===== config.mk =====
export PLATFORM = sky130hd
export DESIGN_NAME = screen_ownership_handover_fsm
export DESIGN_NICKNAME = d
export VERILOG_FILES = /design/src/rtl/soh_pkg.sv /design/src/rtl/soh_front.sv /design/src/rtl/soh_fifo.sv /design/src/rtl/soh_back.sv /design/src/rtl/screen_ownership_handover_fsm.sv
export VERILOG_INCLUDE_DIRS = /design/src /design/src/rtl
export SDC_FILE = /design/constraint.sdc
export NUM_CORES = 1
export LEC_CHECK = 0
export BUFFER_PORTS_ARGS = -buffer_cell sky130_fd_sc_hd__buf_2
export CAP_MARGIN = 15
export CORE_AREA = 4 4 124 126
export DETAILED_ROUTE_END_ITERATION = 8
export DIE_AREA = 0 0 128 130
export PLACE_DENSITY = 0.71
export SYNTH_ARGS = -nofsm -noshare
export SYNTH_HDL_FRONTEND = slang
export SYNTH_SLANG_ARGS = --single-unit

===== constraint.sdc =====
create_clock -name i_clk -period 12.75 [get_ports i_clk]
set_input_delay 1.275 -clock i_clk [delete_from_list [all_inputs] [get_ports i_clk]]
set_output_delay 1.275 -clock i_clk [all_outputs]
set_load 0.03 [all_outputs]

===== src/rtl/screen_ownership_handover_fsm_assert.svh =====
// Assertion macros shared by the display ownership handover RTL.
// Depends on nothing; included by the modules that carry checks.
`ifndef SCREEN_OWNERSHIP_HANDOVER_FSM_ASSERT_SVH
`define SCREEN_OWNERSHIP_HANDOVER_FSM_ASSERT_SVH

// Same-cycle implication, disabled while reset is asserted.
`define SOH_ASSERT_NOW(label, clk, rst_n, ante, cons) \
    label: assert property (@(posedge clk) disable iff (!(rst_n)) (ante) |-> (cons)) \
        else $error("handover assertion failed");

// Next-cycle implication, disabled while reset is asserted.
`define SOH_ASSERT_NEXT(label, clk, rst_n, ante, cons) \
    label: assert property (@(posedge clk) disable iff (!(rst_n)) (ante) |=> (cons)) \
        else $error("handover assertion failed");

`endif


===== src/rtl/soh_pkg.sv =====
// Package for the display ownership handover block: codes, widths, run word.
// No dependencies; imported by every module of the block.
package soh_pkg;

    localparam int TIME_W      = 32;
    localparam int CFG_IDX_W   = 2;
    localparam int CFG_DATA_W  = 32;
    localparam int QUEUE_DEPTH = 4;
    localparam int MAX_RESULTS = 3;
    localparam logic [TIME_W-1:0] TIMEOUT_RESET = 32'd2000;

    typedef enum logic [1:0] {
        OP_VISIBILITY = 2'd0,
        OP_SESSION    = 2'd1,
        OP_OWNER      = 2'd2,
        OP_TICK       = 2'd3
    } t_op;

    typedef enum logic [1:0] {
        OWNER_NONE       = 2'd0,
        OWNER_ACCESSORY  = 2'd1,
        OWNER_CONTROLLER = 2'd2,
        OWNER_UNKNOWN    = 2'd3
    } t_owner;

    typedef enum logic [2:0] {
        KIND_TAKE      = 3'd0,
        KIND_UNTAKE    = 3'd1,
        KIND_UI        = 3'd2,
        KIND_KEYFRAME  = 3'd3,
        KIND_RELEASED  = 3'd4,
        KIND_REQUESTED = 3'd5
    } t_kind;

    typedef enum logic [CFG_IDX_W-1:0] {
        CFG_ENABLE  = 2'd0,
        CFG_UI_SHOW = 2'd1,
        CFG_TIMEOUT = 2'd2
    } t_cfg_idx;

    // One queued run: the results caused by one event, in order.
    typedef struct packed {
        logic [1:0]            count;
        t_kind [MAX_RESULTS-1:0] kinds;
    } t_run;

endpackage


===== src/rtl/soh_front.sv =====
// Front part: holds the configuration and handover state, classifies each
// event and builds its run of results. Depends on soh_pkg.
module soh_front
    import soh_pkg::*;
(
    input  logic                  i_clk,
    input  logic                  i_rst_n,
    input  logic                  i_cfg_we,
    input  logic [CFG_IDX_W-1:0]  i_cfg_addr,
    input  logic [CFG_DATA_W-1:0] i_cfg_wdata,
    input  logic                  i_valid,
    output logic                  o_ready,
    input  logic [1:0]            i_opcode,
    input  logic                  i_flag,
    input  logic [1:0]            i_owner,
    input  logic [TIME_W-1:0]     i_time,
    input  logic                  i_full,
    output logic                  o_push,
    output t_run                  o_run
);

`include "screen_ownership_handover_fsm_assert.svh"

    logic              r_enable, r_ui_show;
    logic [TIME_W-1:0] r_timeout;
    logic              r_shown, r_gave, r_holding, r_wait, r_session, r_heard;
    logic [1:0]        r_owner;
    logic [TIME_W-1:0] r_htime;

    logic              n_shown, n_gave, n_holding, n_wait, n_session, n_heard;
    logic [1:0]        n_owner;
    logic [TIME_W-1:0] n_htime;
    logic [TIME_W-1:0] elapsed;
    logic              do_rec, want, accept;
    t_run              n_run;

    assign o_ready = !i_full;
    assign accept  = i_valid && o_ready;
    assign elapsed = i_time - r_htime;

    // Work out the next state and the run of results for this event
    always_comb begin
        n_shown   = r_shown;
        n_gave    = r_gave;
        n_holding = r_holding;
        n_wait    = r_wait;
        n_session = r_session;
        n_heard   = r_heard;
        n_owner   = r_owner;
        n_htime   = r_htime;
        do_rec    = 1'b0;
        want      = 1'b0;
        n_run.count    = 2'd0;
        n_run.kinds[0] = KIND_TAKE;
        n_run.kinds[1] = KIND_TAKE;
        n_run.kinds[2] = KIND_TAKE;

        case (i_opcode)
            OP_VISIBILITY: begin
                n_heard = 1'b1;
                n_htime = i_time;
                if (i_flag != r_shown) begin
                    n_shown = i_flag;
                    if (i_flag) begin
                        n_gave = 1'b0;
                    end
                    do_rec = 1'b1;
                end
            end
            OP_SESSION: begin
                if (i_flag) begin
                    if (!r_session) begin
                        n_session = 1'b1;
                        do_rec    = 1'b1;
                    end
                end else begin
                    n_session = 1'b0;
                    n_holding = 1'b0;
                    n_wait    = 1'b0;
                    n_gave    = 1'b0;
                    n_owner   = OWNER_UNKNOWN;
                end
            end
            OP_OWNER: begin
                n_owner = i_owner;
                if (r_enable && r_session) begin
                    if (i_owner == OWNER_ACCESSORY) begin
                        if (r_wait) begin
                            n_wait = 1'b0;
                        end else if (!r_shown && !r_holding && r_owner == OWNER_CONTROLLER) begin
                            n_holding      = 1'b1;
                            n_gave         = 1'b0;
                            n_run.kinds[0] = KIND_RELEASED;
                            n_run.count    = 2'd1;
                        end
                    end else if (i_owner == OWNER_CONTROLLER) begin
                        if (r_wait) begin
                            n_holding = 1'b0;
                            n_wait    = 1'b0;
                            n_gave    = 1'b1;
                        end else if (r_holding) begin
                            n_holding = 1'b0;
                            n_gave    = 1'b1;
                            if (!r_shown) begin
                                n_run.kinds[0] = KIND_REQUESTED;
                                n_run.count    = 2'd1;
                            end
                        end
                    end
                end
            end
            default: begin
                // Timer tick: a display with no recent report counts as visible
                if (r_heard && !r_shown && (elapsed > r_timeout)) begin
                    n_shown = 1'b1;
                    n_gave  = 1'b0;
                    do_rec  = 1'b1;
                end
            end
        endcase

        // Reconcile ownership with what the block wants
        if (do_rec && r_enable && n_session) begin
            want = !n_shown && !n_gave;
            if (want && !n_holding) begin
                n_run.kinds[0] = KIND_TAKE;
                n_run.count    = 2'd1;
                n_holding      = 1'b1;
                n_wait         = 1'b1;
            end else if (!want && n_holding) begin
                n_run.kinds[0] = KIND_UNTAKE;
                if (r_ui_show) begin
                    n_run.kinds[1] = KIND_UI;
                    n_run.kinds[2] = KIND_KEYFRAME;
                    n_run.count    = 2'd3;
                end else begin
                    n_run.kinds[1] = KIND_KEYFRAME;
                    n_run.count    = 2'd2;
                end
                n_holding = 1'b0;
                n_wait    = 1'b0;
            end
        end
    end

    assign o_push = accept && (n_run.count != 2'd0);
    assign o_run  = n_run;

    // Take configuration writes; ignore unknown indexes
    always_ff @(posedge i_clk) begin
        if (!i_rst_n) begin
            r_enable  <= 1'b1;
            r_ui_show <= 1'b1;
            r_timeout <= TIMEOUT_RESET;
        end else if (i_cfg_we) begin
            case (i_cfg_addr)
                CFG_ENABLE:  r_enable  <= i_cfg_wdata[0];
                CFG_UI_SHOW: r_ui_show <= i_cfg_wdata[0];
                CFG_TIMEOUT: r_timeout <= i_cfg_wdata[TIME_W-1:0];
                default: ;
            endcase
        end
    end

    // Advance the handover state on each accepted word
    always_ff @(posedge i_clk) begin
        if (!i_rst_n) begin
            r_shown   <= 1'b0;
            r_gave    <= 1'b0;
            r_holding <= 1'b0;
            r_wait    <= 1'b0;
            r_session <= 1'b0;
            r_heard   <= 1'b0;
            r_owner   <= OWNER_UNKNOWN;
            r_htime   <= '0;
        end else if (accept) begin
            r_shown   <= n_shown;
            r_gave    <= n_gave;
            r_holding <= n_holding;
            r_wait    <= n_wait;
            r_session <= n_session;
            r_heard   <= n_heard;
            r_owner   <= n_owner;
            r_htime   <= n_htime;
        end
    end

    // Holding needs a live session; awaiting acknowledgement needs holding
    `SOH_ASSERT_NOW(a_hold_needs_session, i_clk, i_rst_n, r_holding, r_session)
    `SOH_ASSERT_NOW(a_wait_needs_hold, i_clk, i_rst_n, r_wait, r_holding)

endmodule


===== src/rtl/soh_fifo.sv =====
// Short queue of result runs between the front and back parts.
// Depends on soh_pkg for the run word.
module soh_fifo
    import soh_pkg::*;
#(
    parameter int DEPTH = QUEUE_DEPTH
) (
    input  logic i_clk,
    input  logic i_rst_n,
    input  logic i_push,
    input  t_run i_wdata,
    output logic o_full,
    input  logic i_pop,
    output logic o_valid,
    output t_run o_head
);

`include "screen_ownership_handover_fsm_assert.svh"

    localparam int PTR_W = (DEPTH > 1) ? $clog2(DEPTH) : 1;
    localparam int CNT_W = $clog2(DEPTH + 1);
    localparam logic [PTR_W-1:0] LAST_PTR = PTR_W'(DEPTH - 1);
    localparam logic [CNT_W-1:0] FULL_CNT = CNT_W'(DEPTH);

    t_run             r_mem [DEPTH];
    t_run             r_head;
    logic [PTR_W-1:0] r_wptr, r_rptr, n_rptr;
    logic [CNT_W-1:0] r_count;

    assign o_full  = (r_count == FULL_CNT);
    assign o_valid = (r_count != '0);
    assign o_head  = r_head;
    assign n_rptr  = i_pop ? ((r_rptr == LAST_PTR) ? '0 : r_rptr + 1'b1) : r_rptr;

    // Store pushed runs; register the next head, bypassing a run that lands there
    always_ff @(posedge i_clk) begin
        if (i_push) begin
            r_mem[r_wptr] <= i_wdata;
        end
        if (i_push && (n_rptr == r_wptr)) begin
            r_head <= i_wdata;
        end else begin
            r_head <= r_mem[n_rptr];
        end
    end

    // Advance pointers and occupancy
    always_ff @(posedge i_clk) begin
        if (!i_rst_n) begin
            r_wptr  <= '0;
            r_rptr  <= '0;
            r_count <= '0;
        end else begin
            if (i_push) begin
                r_wptr <= (r_wptr == LAST_PTR) ? '0 : r_wptr + 1'b1;
            end
            r_rptr <= n_rptr;
            if (i_push && !i_pop) begin
                r_count <= r_count + 1'b1;
            end else if (!i_push && i_pop) begin
                r_count <= r_count - 1'b1;
            end
        end
    end

    `SOH_ASSERT_NOW(a_no_overflow, i_clk, i_rst_n, i_push, !o_full || i_pop)
    `SOH_ASSERT_NOW(a_no_underflow, i_clk, i_rst_n, i_pop, o_valid)

endmodule


===== src/rtl/soh_back.sv =====
// Back part: walks the run at the queue head and hands out one result
// word per cycle while tready is high, marking the last of each run. Depends on soh_pkg.
module soh_back
    import soh_pkg::*;
(
    input  logic       i_clk,
    input  logic       i_rst_n,
    input  logic       i_valid,
    input  t_run       i_head,
    output logic       o_pop,
    output logic       o_tvalid,
    input  logic       i_tready,
    output logic [7:0] o_tdata,
    output logic       o_tlast
);

`include "screen_ownership_handover_fsm_assert.svh"

    logic [1:0] r_idx, n_idx;
    logic       last;

    assign last     = (r_idx == (i_head.count - 2'd1));
    assign o_tvalid = i_valid;
    assign o_tdata  = {5'd0, i_head.kinds[r_idx]};
    assign o_tlast  = last;
    assign o_pop    = o_tvalid && i_tready && last;

    // Step through the run; restart at the head of the next one
    always_comb begin
        n_idx = r_idx;
        if (o_tvalid && i_tready) begin
            n_idx = last ? 2'd0 : r_idx + 2'd1;
        end
    end

    always_ff @(posedge i_clk) begin
        if (!i_rst_n) begin
            r_idx <= 2'd0;
        end else begin
            r_idx <= n_idx;
        end
    end

    // A queued run is never empty and the index stays inside it
    `SOH_ASSERT_NOW(a_idx_in_run, i_clk, i_rst_n, o_tvalid,
        (i_head.count != 2'd0) && (r_idx < i_head.count))

endmodule


===== src/rtl/screen_ownership_handover_fsm.sv =====
// Top level of the display ownership handover controller.
// Depends on soh_pkg, soh_front, soh_fifo and soh_back.
//
// Usage:
//  - Slave stream carries events: tuser holds the opcode (visibility report,
//    session change, owner report, timer tick); tdata holds flag, owner code
//    and the millisecond time stamp.
//  - Master stream carries result words: tdata holds the result kind, tlast
//    marks the last result caused by one event. Events with no result give
//    no word at all.
//  - Configuration is a plain write port (enable, index, data); write it only
//    while no results are pending.
//  - The run of each accepted event is registered in the run queue; its first
//    result is offered once the runs ahead of it have left. Events are accepted
//    one per cycle while the run queue (QUEUE_DEPTH runs) has room; results
//    leave one per cycle while the receiver is ready.
//  - A stalled receiver holds the current word; events keep entering until
//    the run queue fills, then tready drops.
//  - Reset (synchronous, active low) clears the queue and all handover state
//    and restores the configuration defaults.
module screen_ownership_handover_fsm
    import soh_pkg::*;
#(
    parameter int QDEPTH = QUEUE_DEPTH
) (
    input  logic                  i_clk,
    input  logic                  i_rst_n,
    input  logic                  i_cfg_we,
    input  logic [CFG_IDX_W-1:0]  i_cfg_addr,
    input  logic [CFG_DATA_W-1:0] i_cfg_wdata,
    input  logic                  i_s_axis_tvalid,
    output logic                  o_s_axis_tready,
    // tdata: [0] flag_value, [2:1] owner_code, [34:3] time_ms, [39:35] zero
    input  logic [39:0]           i_s_axis_tdata,
    // tuser: [1:0] opcode
    input  logic [1:0]            i_s_axis_tuser,
    output logic                  o_m_axis_tvalid,
    input  logic                  i_m_axis_tready,
    // tdata: [2:0] result_kind, [7:3] zero
    output logic [7:0]            o_m_axis_tdata,
    output logic                  o_m_axis_tlast
);

    logic push, full, pop, qvalid;
    t_run push_run, head_run;

    soh_front u_front (
        .i_clk       (i_clk),
        .i_rst_n     (i_rst_n),
        .i_cfg_we    (i_cfg_we),
        .i_cfg_addr  (i_cfg_addr),
        .i_cfg_wdata (i_cfg_wdata),
        .i_valid     (i_s_axis_tvalid),
        .o_ready     (o_s_axis_tready),
        .i_opcode    (i_s_axis_tuser),
        .i_flag      (i_s_axis_tdata[0]),
        .i_owner     (i_s_axis_tdata[2:1]),
        .i_time      (i_s_axis_tdata[TIME_W+2:3]),
        .i_full      (full),
        .o_push      (push),
        .o_run       (push_run)
    );

    soh_fifo #(
        .DEPTH (QDEPTH)
    ) u_fifo (
        .i_clk   (i_clk),
        .i_rst_n (i_rst_n),
        .i_push  (push),
        .i_wdata (push_run),
        .o_full  (full),
        .i_pop   (pop),
        .o_valid (qvalid),
        .o_head  (head_run)
    );

    soh_back u_back (
        .i_clk    (i_clk),
        .i_rst_n  (i_rst_n),
        .i_valid  (qvalid),
        .i_head   (head_run),
        .o_pop    (pop),
        .o_tvalid (o_m_axis_tvalid),
        .i_tready (i_m_axis_tready),
        .o_tdata  (o_m_axis_tdata),
        .o_tlast  (o_m_axis_tlast)
    );

endmodule


=== Word level (Yosys, flattened, before mapping) ===
Memory sizes are Yosys's and may differ from the RTL's. A register that Yosys moved wholly into a read port is not among the register bits.
Cells that the tools add are included.

* Register bits after elaboration: 83
* Bits in writable memories: 44
* Bits of input ports: 81
* Output and inout port bits: 11
* Logic and storage cells: 153
* Memories: 1

{| class="wikitable"
|+ Memories
! name !! words !! width !! rd ports !! clocked after memory_dff !! write ports !! RTL line !! text
|-
| u_fifo.r_mem || 4 || 11 || 1 || 1 || 1 || soh_fifo.sv:25 || <nowiki>t_run r_mem [DEPTH];</nowiki>
|}

* $add $sub $neg: 7
* Order comparisons: 2
* Eq/ne operators: 13
* Muxes and demuxes: 78
* Reductions and logical operators: 37

{| class="wikitable"
|+ Operator list
! operator !! count
|-
| $mux W1 || 41
|-
| $mux W3 || 13
|-
| $gt A32 B32 Y1 || 1
|-
| $sub A32 B32 Y32 || 1
|-
| $mux W2 || 14
|-
| $mux W11 || 2
|-
| $logic_and A1 B1 Y1 || 16
|-
| $eq A2 B2 Y1 const B || 6
|-
| $logic_not A1 Y1 || 9
|-
| $reduce_and A2 Y1 || 4
|-
| $add A2 B1 Y2 const B || 3
|-
| $bmux W3 S2 || 1
|-
| $eq A2 B1 Y1 const B || 3
|-
| $mux W6 || 1
|-
| $pmux W1 S2 || 3
|-
| $pmux W1 S3 || 2
|-
| $reduce_bool A2 Y1 || 3
|-
| $logic_not A2 Y1 || 2
|-
| $pmux W2 S2 || 1
|-
| $add A3 B1 Y3 const B || 1
|-
| $eq A3 B3 Y1 const B || 1
|-
| $lt A2 B3 Y1 const B || 1
|-
| $reduce_and A3 Y1 || 1
|-
| $reduce_bool A3 Y1 || 1
|-
| other kinds (6) || 6
|}

=== Depth between registers and ports, before layout ===
Gate-level depths: netlist of the first run.

* Word-level depth: 21
* Depth in mapped cells: 27
* Gate-level depth less buffers: 27

=== Modules after synthesis ===
From an unflattened synthesis of the first run, not the netlist that was laid out.

* Cells, all modules: 869
* Area total of the unflattened synthesis: 7898.8 um2

{| class="wikitable"
|+ Modules (own cells, without submodules)
! module !! instances !! cells each !! area an instance (um2) !! seq. area each (um2)
|-
| soh_front || 1 || 735 || 5617.9 || 1481.4
|-
| soh_fifo || 1 || 100 || 2034.5 || 1501.4
|-
| soh_back || 1 || 34 || 246.5 || 40.0
|}

=== Worst setup path after synthesis of the first run ===
OpenSTA, ideal clock, no wires.

* Kind: in2reg
* Start: input i_s_axis_tdata[9]
* End: register u_fifo.r_count[2]
* Library setup time: 0.076 ns
* Arrival time: 6.114 ns
* Data required time: 12.674 ns
* Path slack: 6.560 ns
* Stages: 23
* Buffers on the path: 0
* Cells stage by stage: ha_1 a2111o_1 o2111ai_2 a21oi_2 o2111a_2 o31ai_4 a211oi_2 a211oi_1 nor2_1 ha_1 nand4_1 or3_1 o21ai_0 nor3_1 o21ai_0 o21ai_1 a21oi_2 ha_1 inv_1 fa_1 xor2_1 or3_1 a21boi_0

* Word-level cells in the longest chain between the ends: 17
* Elaborated cells between the ends (all ways): 27
* Those cells by class: add/sub (1); order compare (1); mux (10); reduce/logical (15)

{| class="wikitable"
|+ Ends and longest elaborated chain
! what !! RTL line !! text
|-
| start, declared || screen_ownership_handover_fsm.sv:34 || <nowiki>input logic [39:0] i_s_axis_tdata,</nowiki>
|-
| $sub A32 B32 Y32 (*) || soh_front.sv:39 || <nowiki>assign elapsed = i_time - r_htime;</nowiki>
|-
| $gt A32 B32 Y1 (*) || soh_front.sv:114 || <nowiki>if (r_heard && !r_shown && (elapsed > r_timeout)) begin</nowiki>
|-
| $logic_and A1 B1 Y1 (*) || soh_front.sv:114 ||
|-
| $mux W1 || soh_front.sv:114 ||
|-
| $pmux W1 S3 / $pmux W1 S2 (equally long branches) || soh_front.sv:58 || <nowiki>case (i_opcode)</nowiki>
|-
| $logic_not A1 Y1 || soh_front.sv:124 || <nowiki>want = !n_shown && !n_gave;</nowiki>
|-
| $logic_and A1 B1 Y1 || soh_front.sv:124 ||
|-
| $logic_not A1 Y1 || soh_front.sv:130 || <nowiki>end else if (!want && n_holding) begin</nowiki>
|-
| [... 2 more ...] || - ||
|-
| $mux W2 || soh_front.sv:125 || <nowiki>if (want && !n_holding) begin</nowiki>
|-
| $mux W11 (*) || soh_front.sv:123 || <nowiki>if (do_rec && r_enable && n_session) begin</nowiki>
|-
| $reduce_bool A2 Y1 (*) || soh_front.sv:146 || <nowiki>assign o_push = accept && (n_run.count != 2'd0);</nowiki>
|-
| $logic_and A1 B1 Y1 (*) || soh_front.sv:146 ||
|-
| via push || screen_ownership_handover_fsm.sv:44 || <nowiki>logic push, full, pop, qvalid;</nowiki>
|-
| $logic_not A1 Y1 || soh_fifo.sv:60 || <nowiki>end else if (!i_push && i_pop) begin</nowiki>
|-
| $logic_and A1 B1 Y1 || soh_fifo.sv:60 ||
|-
| $reduce_bool A2 Y1 (no line) || - ||
|-
| end signal, assigned || soh_fifo.sv:59 || <nowiki>r_count <= r_count + 1'b1;</nowiki>
|-
| end signal, assigned || soh_fifo.sv:61 || <nowiki>r_count <= r_count - 1'b1;</nowiki>
|-
| end, declared || soh_fifo.sv:28 || <nowiki>logic [CNT_W-1:0] r_count;</nowiki>
|}

The timed path passes the listed nets; every way through them passes the cells marked *.
A chain may end at the register's enable or synchronous reset.

=== Worst setup path in the final report of the first run ===
* Start: input i_s_axis_tdata[3]
* End: register u_fifo.r_count[2]

The elaborated chain is that of the path after synthesis.

==> impl_metrics.csv, run 1 <==
group,metric,value,unit
place,io_buffer_count,81,
routing,drt.antenna.violating_nets,0,
die,die_y,130,µm
setup_path,critPathKind,"input pin to flip-flop",
yosys,yosysWarnings,0,
yosys,synth_cell_types,71,
yosys,synth-seq-cells,109,
yosys,synth_top_area_frac,0.234,
timing,period_share,0.529,
worst_hold_path,min_path_type,"flip-flop to flip-flop",
die,rows,44,
clock_network,cts_sinks,109,
global_route,grt_usage,0.193,
yosys,netlist_instances,863,
yosys,netlist_area,7260,µm²
setup_path,critPathTopFamily,"compound AO/OA/AOI/OAI gates",
timing,slew_headroom,0.473,
timing,fin_crit,6.75,ns
cells_and_area,n_fill_cell,1429,
global_route,grt_pass1_vias,5642,
timing,setup_viol,0,
setup_path,r2r-end,"u_fifo.r_count[2]",
routing,viasPerCell,5.34,
setup_path,crit_cells,25,
yosys,async_flop_share,0,
clock_network,post-cts-setup-buffer-count,0,
routing,drtIter0Drc,238,
global_route,grt_start_max_net_pins,88,
global_route,grt_overflow_total,0,
timing,setup_tns,0,ns
cells_and_area,antenna_cells,0,
setup_path,cp.required,13.04,ns
setup_path,crit_end,"u_fifo.r_count[2]",
cells_and_area,nets,1090,
clock_network,cts-buffers-inserted,9,
setup_path,rrSetupSlack,6.74,ns
timing,tightestPinTransition,0.790,ns
yosys,ys_seq_area_frac,0.334,
cells_and_area,syn2layout_area_growth,11.5,%
die,dieArea,16600,µm²
setup_path,critical_path_buf_inv_count,4,
clock_network,root_buffer,"clkbuf_16",
power,p_clk_frac,0.323,
clock_network,ctsHoldBuffers,0,
cells_and_area,drive_above_1_share,0.134,
clock_network,cts.clk_slew.worst_paths,0.08,ns
timing,skew,0.00980,ns
setup_path,cpPeakStageDelay,0.67,ns
power,p_int,591,µW
power,p_leak,3.23,nW
job,maxCapViolations,0,
cells_and_area,stdcell_count,1121,
yosys,postSynthAreaPerCell,8.41,µm²
power,switchingPower,267,µW
setup_path,cp_max_fo,7,
yosys,synth_edf_count,24,
cells_and_area,final_common_cell,"nand2_1",
routing,firstDrtPassIters,5,
power,vdd_drop_max,0.0732,mV
timing,maxSlewViolCount,0,
clock_network,cts-resized-gates,0,
timing,hold_viol,0,
place,dpl.hpwl,11800,µm
setup_path,cp_slowest_cell,"a2111oi_0",
setup_path,critPathArrivalTime,7.04,ns
place,gp_routability_congestion,0.820,
timing,rsz0062_at_grt,"false",
global_route,antenna_found_initial,1,
die,dieWidth,128,µm
die,ios,92,
routing,drcViolationCount,0,
yosys,synth_area_leader_cell,"dfxtp_1",
power,pwr-share-seq,0.433,
setup_path,rr_worst_depth,23,
power,design_power_total,858,µW
die,core-area,14300,µm²
clock_network,cts_max_level,3,
clock_network,insertion_delay,0.36,ns
setup_path,rr_startpoint,"u_front.r_htime[0]",
yosys,synth_flop_cell,"dfxtp_1",
outcome,status,"complete, no violations",
place,dp.cells,1104,
timing,fmax,148,MHz
clock_network,cts_tree,"done",
routing,vias,5981,
power,p_sw_frac,0.311,
place,dpl_cell_area,7800,µm²
clock_network,cts_buffer_depth,2,
setup_path,critPathLaunch,"i_s_axis_tdata[3]",
routing,wl_per_cell,13.7,µm
power,power_frac_comb,0.244,
yosys,synth_area_leaders,"dfxtp_1 23%, ha_1 13%, edfxtp_1 9.9%",
cells_and_area,layout_common_cells,"170 x nand2_1, 85 x dfxtp_1, 83 x inv_1",
die,start_util,0.507,
global_route,grt_pass1_wl,26300,µm
setup_path,startpoint_type,"input pin",
cells_and_area,final_area,8100,µm²
power,power_density,106,nW/µm²
setup_path,end_kind,"flip-flop",
routing,drt_wl_total,15400,µm
## registers in the layout (all words and copies together), names as in the netlist, named ones only
name,count
u_front.r_session,1
u_front.r_owner,2
u_front.r_heard,1
u_back.r_idx,2
u_fifo.r_mem,24
u_front.r_enable,1
u_front.r_holding,1
u_fifo.r_rptr,2
u_front.r_timeout,32
u_front.r_ui_show,1
u_fifo.r_wptr,2
u_front.r_htime,32
u_front.r_shown,1
u_front.r_wait,1
u_fifo.r_count,3
u_front.r_gave,1
## layer usage
layer	track usage	vias to the layer above	routed length, µm
li1	-	3128	-
met1	0.254	2744	7340
met2	0.323	89	7250
met3	0.0319	18	599
met4	0.0624	2	216
met5	0	-	13
## worst min-delay path by stage
stage | slack (ns) | depth (start not counted) | to | startpoint
after floorplan | 0.43 | 1 | u_front.r_heard | u_front.r_heard
after global routing | 0.49 | 2 | u_front.r_timeout[30] | u_front.r_timeout[30]
final | 0.47 | 2 | u_front.r_timeout[15] | u_front.r_timeout[15]
after global placement | 0.45 | 1 | u_front.r_heard | u_front.r_heard
after detailed placement | 0.46 | 1 | u_front.r_heard | u_front.r_heard
after CTS | 0.47 | 2 | u_front.r_htime[15] | u_front.r_htime[15]
## cell usage after synthesis, types with 9 or more instances
| cell type | n |
|---|---|
| a21boi_0 | 62 |
| a21o_1 | 26 |
| a21oi_1 | 38 |
| and2_1 | 9 |
| clkbuf_1 | 26 |
| dfxtp_1 | 85 |
| edfxtp_1 | 24 |
| ha_1 | 75 |
| inv_1 | 83 |
| nand2_1 | 170 |
| nand3_1 | 15 |
| nand4_1 | 10 |
| nor2_1 | 31 |
| nor2b_1 | 12 |
| nor3_1 | 10 |
| o211ai_1 | 10 |
| o21ai_0 | 23 |
| xnor2_1 | 17 |
| xor2_1 | 12 |
## power by group through the flow
stage	clock, mW	sequential [mW]	combinational, mW
finish	0.277	0.371	0.209
global route	0.296	0.373	0.240
CTS	0.284	0.371	0.210
detailed placement	0	0.380	0.208
global placement	0	0.379	0.205
floorplan	0	0.376	0.160
## through the flow
stage / hold slack [ns] / util / worst slack, ns
floorplan: 0.433 / - / 6.56
global placement: 0.447 / 0.545 / 5.74
detailed placement: 0.457 / 0.545 / 5.67
CTS: 0.469 / 0.565 / 6.02
global route: 0.489 / 0.566 / 5.32
finish: 0.466 / 0.566 / 6.00
## area by class of cell
class	count	area, µm²	area share
timing repair buffer	86	447	0.0552
clock inverter	7	62.6	0.00773
tap	184	230	0.0284
clock buffer	9	225	0.0278
sequential	109	2420	0.299
multi-input combinational	643	4400	0.543
inverter	83	312	0.0385
## worst reg2reg max path: cells and delay by family (launching register included)
family / cells / cell delay, ns
xor+xnor: 2 / 0.31
buf+inv: 2 / 0.11
simple gates: 5 / 1.14
fa+ha+maj: 5 / 1.49
flops: 1 / 0.34
compound gates: 9 / 2.56
## kinds of logic (layout without fill, tap and decap cells)
family | count (synthesis) | after routing | share of synthesized area
flip-flops | 109 | 109 | 0.334
buffers and inverters | 115 | 185 | 0.0626
other | 1 | 5 | 0.000517
multiplexers | 14 | 14 | 0.0283
XOR/XNOR | 29 | 29 | 0.0350
AO/OA/AOI/OAI | 221 | 221 | 0.218
adder cells (fa/ha/maj) | 77 | 77 | 0.135
AND/OR/NAND/NOR | 297 | 297 | 0.187
Power figures use the tool's default switching activity.
==> run 2: changes to the inputs <==
--- a/config.mk
+++ b/config.mk
@@ -11,7 +11,7 @@
 export CORE_AREA = 4 4 124 126
 export DETAILED_ROUTE_END_ITERATION = 8
 export DIE_AREA = 0 0 128 130
-export PLACE_DENSITY = 0.71
+export PLACE_DENSITY = 0.74
 export SYNTH_ARGS = -nofsm -noshare
 export SYNTH_HDL_FRONTEND = slang
 export SYNTH_SLANG_ARGS = --single-unit
==> constraint.sdc (replaced) <==
create_clock -name i_clk -period 6.2 [get_ports i_clk]
set_input_delay 0.62 -clock i_clk [delete_from_list [all_inputs] [get_ports i_clk]]
set_output_delay 0.62 -clock i_clk [all_outputs]
set_load 0.03 [all_outputs]
==> run 2 against run 1 <==
Net effect:
- via count up 0.22%
- total power up 110%
- routed wire length up 0.53%
- clock skew down 0.0038 ns
- worst setup slack worse by 5.5 ns
- critical path type is now flip-flop to flip-flop
- critical endpoint unchanged
- largest cell class unchanged
- highest routed layer is now met4
==> impl_metrics.csv, run 2 (synthesis gave the netlist of run 1 again) <==
group,metric,value,unit
outcome,status,"complete, no violations",
routing,drt_wl_total,15500,µm
die,dieWidth,128,µm
routing,drcViolationCount,0,
routing,top_layer,"met4",
cells_and_area,nets,1094,
place,dpl_cell_area,7830,µm²
cells_and_area,stdcell_count,1126,
timing,skew,0.00601,ns
timing,setup_viol,0,
routing,drt.antenna.violating_nets,0,
power,vdd_drop_max,0.203,mV
place,gp_routability_congestion,0.910,
setup_path,critPathArrivalTime,5.99,ns
setup_path,startpoint_type,"flip-flop",
routing,dr_wl_met3,637,µm
timing,period_share,0.920,
global_route,grt_overflow_total,0,
routing,firstDrtPassIters,5,
clock_network,cts-buffers-inserted,9,
clock_network,cts_sinks,109,
setup_path,rrSetupSlack,0.50,ns
setup_path,cp_common_cell,"ha_1",
setup_path,cp_slowest_cell,"ha_1",
clock_network,cts_buffer_depth,2,
global_route,grt_pass1_vias,5711,
timing,slew_headroom,0.478,
routing,wl_met2,7310,µm
setup_path,cpPeakStageDelay,0.40,ns
die,die_y,130,µm
cells_and_area,syn2layout_area_growth,12.3,%
routing,drtIter0Drc,396,
worst_hold_path,min_path_type,"flip-flop to flip-flop",
timing,tightestPinTransition,0.783,ns
clock_network,cts.clk_slew.worst_paths,0.08,ns
cells_and_area,final_common_cell,"nand2_1",
global_route,grt_start_max_net_pins,88,
timing,fmax,175,MHz
power,p_leak,3.26,nW
timing,hold_viol,0,
timing,setup_tns,0,ns
die,core-area,14300,µm²
clock_network,insertion_delay,0.35,ns
routing,vias,5994,
cells_and_area,final_area,8150,µm²
die,dieArea,16600,µm²
clock_network,ctsHoldBuffers,0,
clock_network,root_buffer,"clkbuf_16",
global_route,grt_pass1_wl,26400,µm
cells_and_area,n_fill_cell,1320,
routing,wl_per_cell,13.8,µm
place,dpl.hpwl,11700,µm
timing,maxSlewViolCount,0,
timing,rsz0062_at_grt,"false",
place,io_buffer_count,81,
die,ios,92,
setup_path,end_kind,"flip-flop",
cells_and_area,largestRegisters,"u_front.r_htime (32), u_front.r_timeout (32), u_fifo.r_mem (24)",
clock_network,cts_max_level,3,
timing,fin_crit,5.70,ns
place,dp.cells,1108,
cells_and_area,drive_above_1_share,0.139,
timing,hold_ws,0.466,ns
setup_path,critPathKind,"flip-flop to flip-flop",
global_route,grt_usage,0.195,
global_route,antenna_found_initial,1,
power,power_density,217,nW/µm²
setup_path,cp_max_fo,6,
job,maxCapViolations,0,
routing,viasPerCell,5.32,
cells_and_area,layout_common_cells,"170 x nand2_1, 85 x dfxtp_1, 83 x inv_1",
die,rows,44,
setup_path,critical_path_buf_inv_count,2,
setup_path,cp.required,6.48,ns
setup_path,critPathTopFamily,"compound AO/OA/AOI/OAI gates",
routing,wl_met1,7320,µm
die,start_util,0.507,
clock_network,cts_tree,"done",
==> run 2: cell count changes in the layout (fill, tap and decap cells not counted), sizes merged <==
| cell | previous run | this run |
|---|---|---|
| buf | 86 | 90 |
| clkinv | 2 | 1 |
| diode | 0 | 1 |
| inv | 87 | 88 |
==> run 2: repair_timing <==
action                                  4_1_cts  5_1_grt
buffers inserted                              0        0
gates resized for setup                       0        1
endpoints found under the setup margin        0        1
==> run 2: routing by layer <==
| metal | up-vias | global-route usage |
|---|---|---|
| met2 | 96 | 0.336 |
| met1 | 2749 | 0.246 |
| met4 | 0 | 0.0562 |
| met3 | 16 | 0.0418 |
| met5 | - | 0 |
| li1 | 3133 | - |
==> run 2: stage by stage <==
step | setup slack [ns] | power, mW | utilization
floorplan | 0.665 | 1.10 | -
global placement | 0.239 | 1.20 | 0.547
detailed placement | 0.111 | 1.21 | 0.547
CTS | 0.471 | 1.79 | 0.567
global route | 0.0587 | 1.88 | 0.569
finish | 0.498 | 1.77 | 0.569
==> run 2: worst paths after layout <==
check	cells after the start	start	end
min reg2reg	2	u_front.r_htime[10]	u_front.r_htime[10]
max	25	u_front.r_htime[11]	u_fifo.r_count[2]
min	2	u_front.r_htime[10]	u_front.r_htime[10]
max reg2reg	25	u_front.r_htime[11]	u_fifo.r_count[2]
==> run 2: final cells by class <==
type / instances / area (µm²) / share of cell area
clock inverter: 7 / 65.1 / 0.00798
inverter: 83 / 312 / 0.0382
clock buffer: 9 / 225 / 0.0276
multi-input combinational: 643 / 4400 / 0.540
sequential: 109 / 2420 / 0.297
timing repair buffer: 90 / 493 / 0.0605
antenna: 1 / 2.50 / 0.000307
tap: 184 / 230 / 0.0283
==> run 2: worst register-to-register path, cell delays in order, from the launching register on <==
cell and delay (ns):
dfxtp_1 0.34, inv_1 0.05, ha_1 0.40, a31o_1 0.18, o311ai_1 0.13, a211o_1 0.32
a21oi_2 0.13, o2111a_2 0.27, o31ai_4 0.09, a211oi_2 0.41, nor2_1 0.12, xnor2_1 0.14
ha_1 0.30, nand4_1 0.16, or3_1 0.40, nor2_1 0.25, nand3_1 0.12, a21oi_1 0.22
o21ai_1 0.14, a21oi_2 0.21, ha_1 0.21, inv_1 0.06, fa_1 0.37, xor2_1 0.17
or3_1 0.30, a21boi_0 0.15
==> run 2: power breakdown <==
group | leakage, nW | internal, mW | switching, mW | total (mW)
combinational | 2.21 | 0.191 | 0.247 | 0.437
clock | 0.141 | 0.284 | 0.286 | 0.570
sequential | 0.912 | 0.746 | 0.0171 | 0.763
total | 3.26 | 1.22 | 0.550 | 1.77
==> run 3: changes to the inputs <==
--- a/config.mk
+++ b/config.mk
@@ -9,6 +9,7 @@
 export BUFFER_PORTS_ARGS = -buffer_cell sky130_fd_sc_hd__buf_2
 export CAP_MARGIN = 15
 export CORE_AREA = 4 4 124 126
+export CTS_BUF_LIST = sky130_fd_sc_hd__clkbuf_8
 export DETAILED_ROUTE_END_ITERATION = 8
 export DIE_AREA = 0 0 128 130
 export PLACE_DENSITY = 0.74
==> run 3 against run 2 <==
Net effect:
- final area down 1.3%
- global-route usage about the same
- fmax shrank 0.47%
- total power is 8.0% lower
- flip-flop and latch count is the same
- critical path depth is the same
- combinational power about the same
- clock skew about the same
- sequential power about the same
- count of clock-buffer cells in the layout stayed put
- die area unchanged
- critical path type unchanged
==> impl_metrics.csv, run 3 (synthesis gave the netlist of run 1 again) <==
group,metric,value,unit
outcome,status,"complete, no violations",
clock_network,cts_tree,"done",
die,dieArea,16600,µm²
timing,setup_tns,0,ns
global_route,grtUsageMet2,0.331,
global_route,grt_pass1_vias,5612,
timing,setup_viol,0,
job,maxCapViolations,0,
clock_network,insertion_delay,0.39,ns
cells_and_area,final_common_cell,"nand2_1",
setup_path,critPathTopFamily,"compound AO/OA/AOI/OAI gates",
place,dp_slack,0.111,ns
die,ios,92,
routing,drt_wl_total,15400,µm
routing,drt.antenna.violating_nets,0,
timing,maxSlewViolCount,0,
setup_path,cp_common_cell,"ha_1",
routing,drtIter0Drc,360,
setup_path,critPathArrivalTime,6.05,ns
timing,skew,0.00601,ns
global_route,grt_use_met3,0.0458,
routing,viasPerCell,5.34,
die,rows,44,
worst_hold_path,min_path_type,"input pin to flip-flop",
timing,slew_headroom,0.479,
setup_path,end_kind,"flip-flop",
global_route,grt_overflow_total,0,
clock_network,cts_max_level,3,
clock_network,cts-resized-gates,0,
cells_and_area,antenna_cells,0,
global_route,grtUsageMet1,0.252,
setup_path,startpoint_type,"flip-flop",
timing,fin_crit,5.73,ns
die,die_y,130,µm
timing,hold_ws,0.443,ns
timing,period_share,0.924,
setup_path,critPathKind,"flip-flop to flip-flop",
clock_network,cts.clk_slew.worst_paths,0.11,ns
clock_network,post-cts-setup-buffer-count,0,
cells_and_area,final_area,8040,µm²
cells_and_area,drive_above_1_share,0.139,
die,dieWidth,128,µm
place,dpl.hpwl,11700,µm
clock_network,cts-buffers-inserted,9,
cells_and_area,largestRegisters,"u_front.r_htime (32), u_front.r_timeout (32), u_fifo.r_mem (24)",
routing,wl_per_cell,13.7,µm
clock_network,root_buffer,"clkbuf_8",
routing,vias,6007,
place,gp_routability_congestion,0.910,
die,core-area,14300,µm²
clock_network,ctsHoldBuffers,0,
power,vdd_drop_max,0.167,mV
routing,drcViolationCount,0,
clock_network,cts_buffer_depth,2,
timing,fmax,175,MHz
global_route,antenna_found_initial,1,
place,dpl_cell_area,7830,µm²
timing,fin_ws,0.471,ns
setup_path,cp_slowest_cell,"ha_1",
global_route,busiest_layer,"met2",
clock_network,cts_sinks,109,
global_route,grt_pass1_wl,26200,µm
global_route,grt_start_max_net_pins,88,
setup_path,cp_max_fo,6,
routing,firstDrtPassIters,5,
place,io_buffer_count,81,
global_route,grt_usage,0.194,
cells_and_area,layout_common_cells,"170 x nand2_1, 85 x dfxtp_1, 83 x inv_1",
setup_path,cpPeakStageDelay,0.40,ns
power,power_density,202,nW/µm²
setup_path,cp.required,6.52,ns
timing,hold_viol,0,
setup_path,critical_path_buf_inv_count,2,
die,start_util,0.507,
cells_and_area,nets,1094,
power,p_leak,3.22,nW
cells_and_area,syn2layout_area_growth,10.8,%
timing,tightestPinTransition,0.781,ns
timing,rsz0062_at_grt,"false",
-- run 3: tightest hold or removal path, cell delays in order --
cell and delay [ns]:
buf_2 0.07, nand2_1 0.04, o211ai_1 0.07
-- run 3: worst paths after layout --
kind	startpoint	end	slack, ns	cells after the start
min reg2reg	u_front.r_htime[12]	u_front.r_htime[12]	0.47	2
min	i_cfg_wdata[4]	u_front.r_timeout[4]	0.44	3
max	u_front.r_htime[11]	u_fifo.r_count[2]	0.47	25
max reg2reg	u_front.r_htime[11]	u_fifo.r_count[2]	0.47	25
-- run 3: area by class of cell --
class / count / area (µm²)
Clock inverter: 7 / 65.1
Timing Repair Buffer: 90 / 493
Fill cell: 1326 / 6270
Multi-Input combinational cell: 643 / 4400
Sequential cell: 109 / 2420
Clock buffer: 9 / 124
Inverter: 83 / 312
Tap cell: 184 / 230
-- run 3: report_power, final --
group	total [mW]	internal, mW	switching, mW
registers	0.764	0.747	0.0171
clock network	0.428	0.157	0.271
logic	0.437	0.190	0.246
-- run 3: stage by stage --
| step | utilization | power (mW) | std cells |
|---|---|---|---|
| 2_1_floorplan | - | 1.10 | 867 |
| 3_3_place_gp | 0.547 | 1.20 | 1108 |
| 3_5_place_dp | 0.547 | 1.21 | 1108 |
| 4_1_cts | 0.560 | 1.64 | 1124 |
| 5_1_grt | 0.562 | 1.74 | 1125 |
| 6_report | 0.562 | 1.63 | 1125 |
-- run 3: layer usage --
layer  share of wire  routed length (µm)
met5         0.00078                  12
met3           0.050                 772
met2            0.47                7190
met4           0.012                 192
met1            0.47                7240
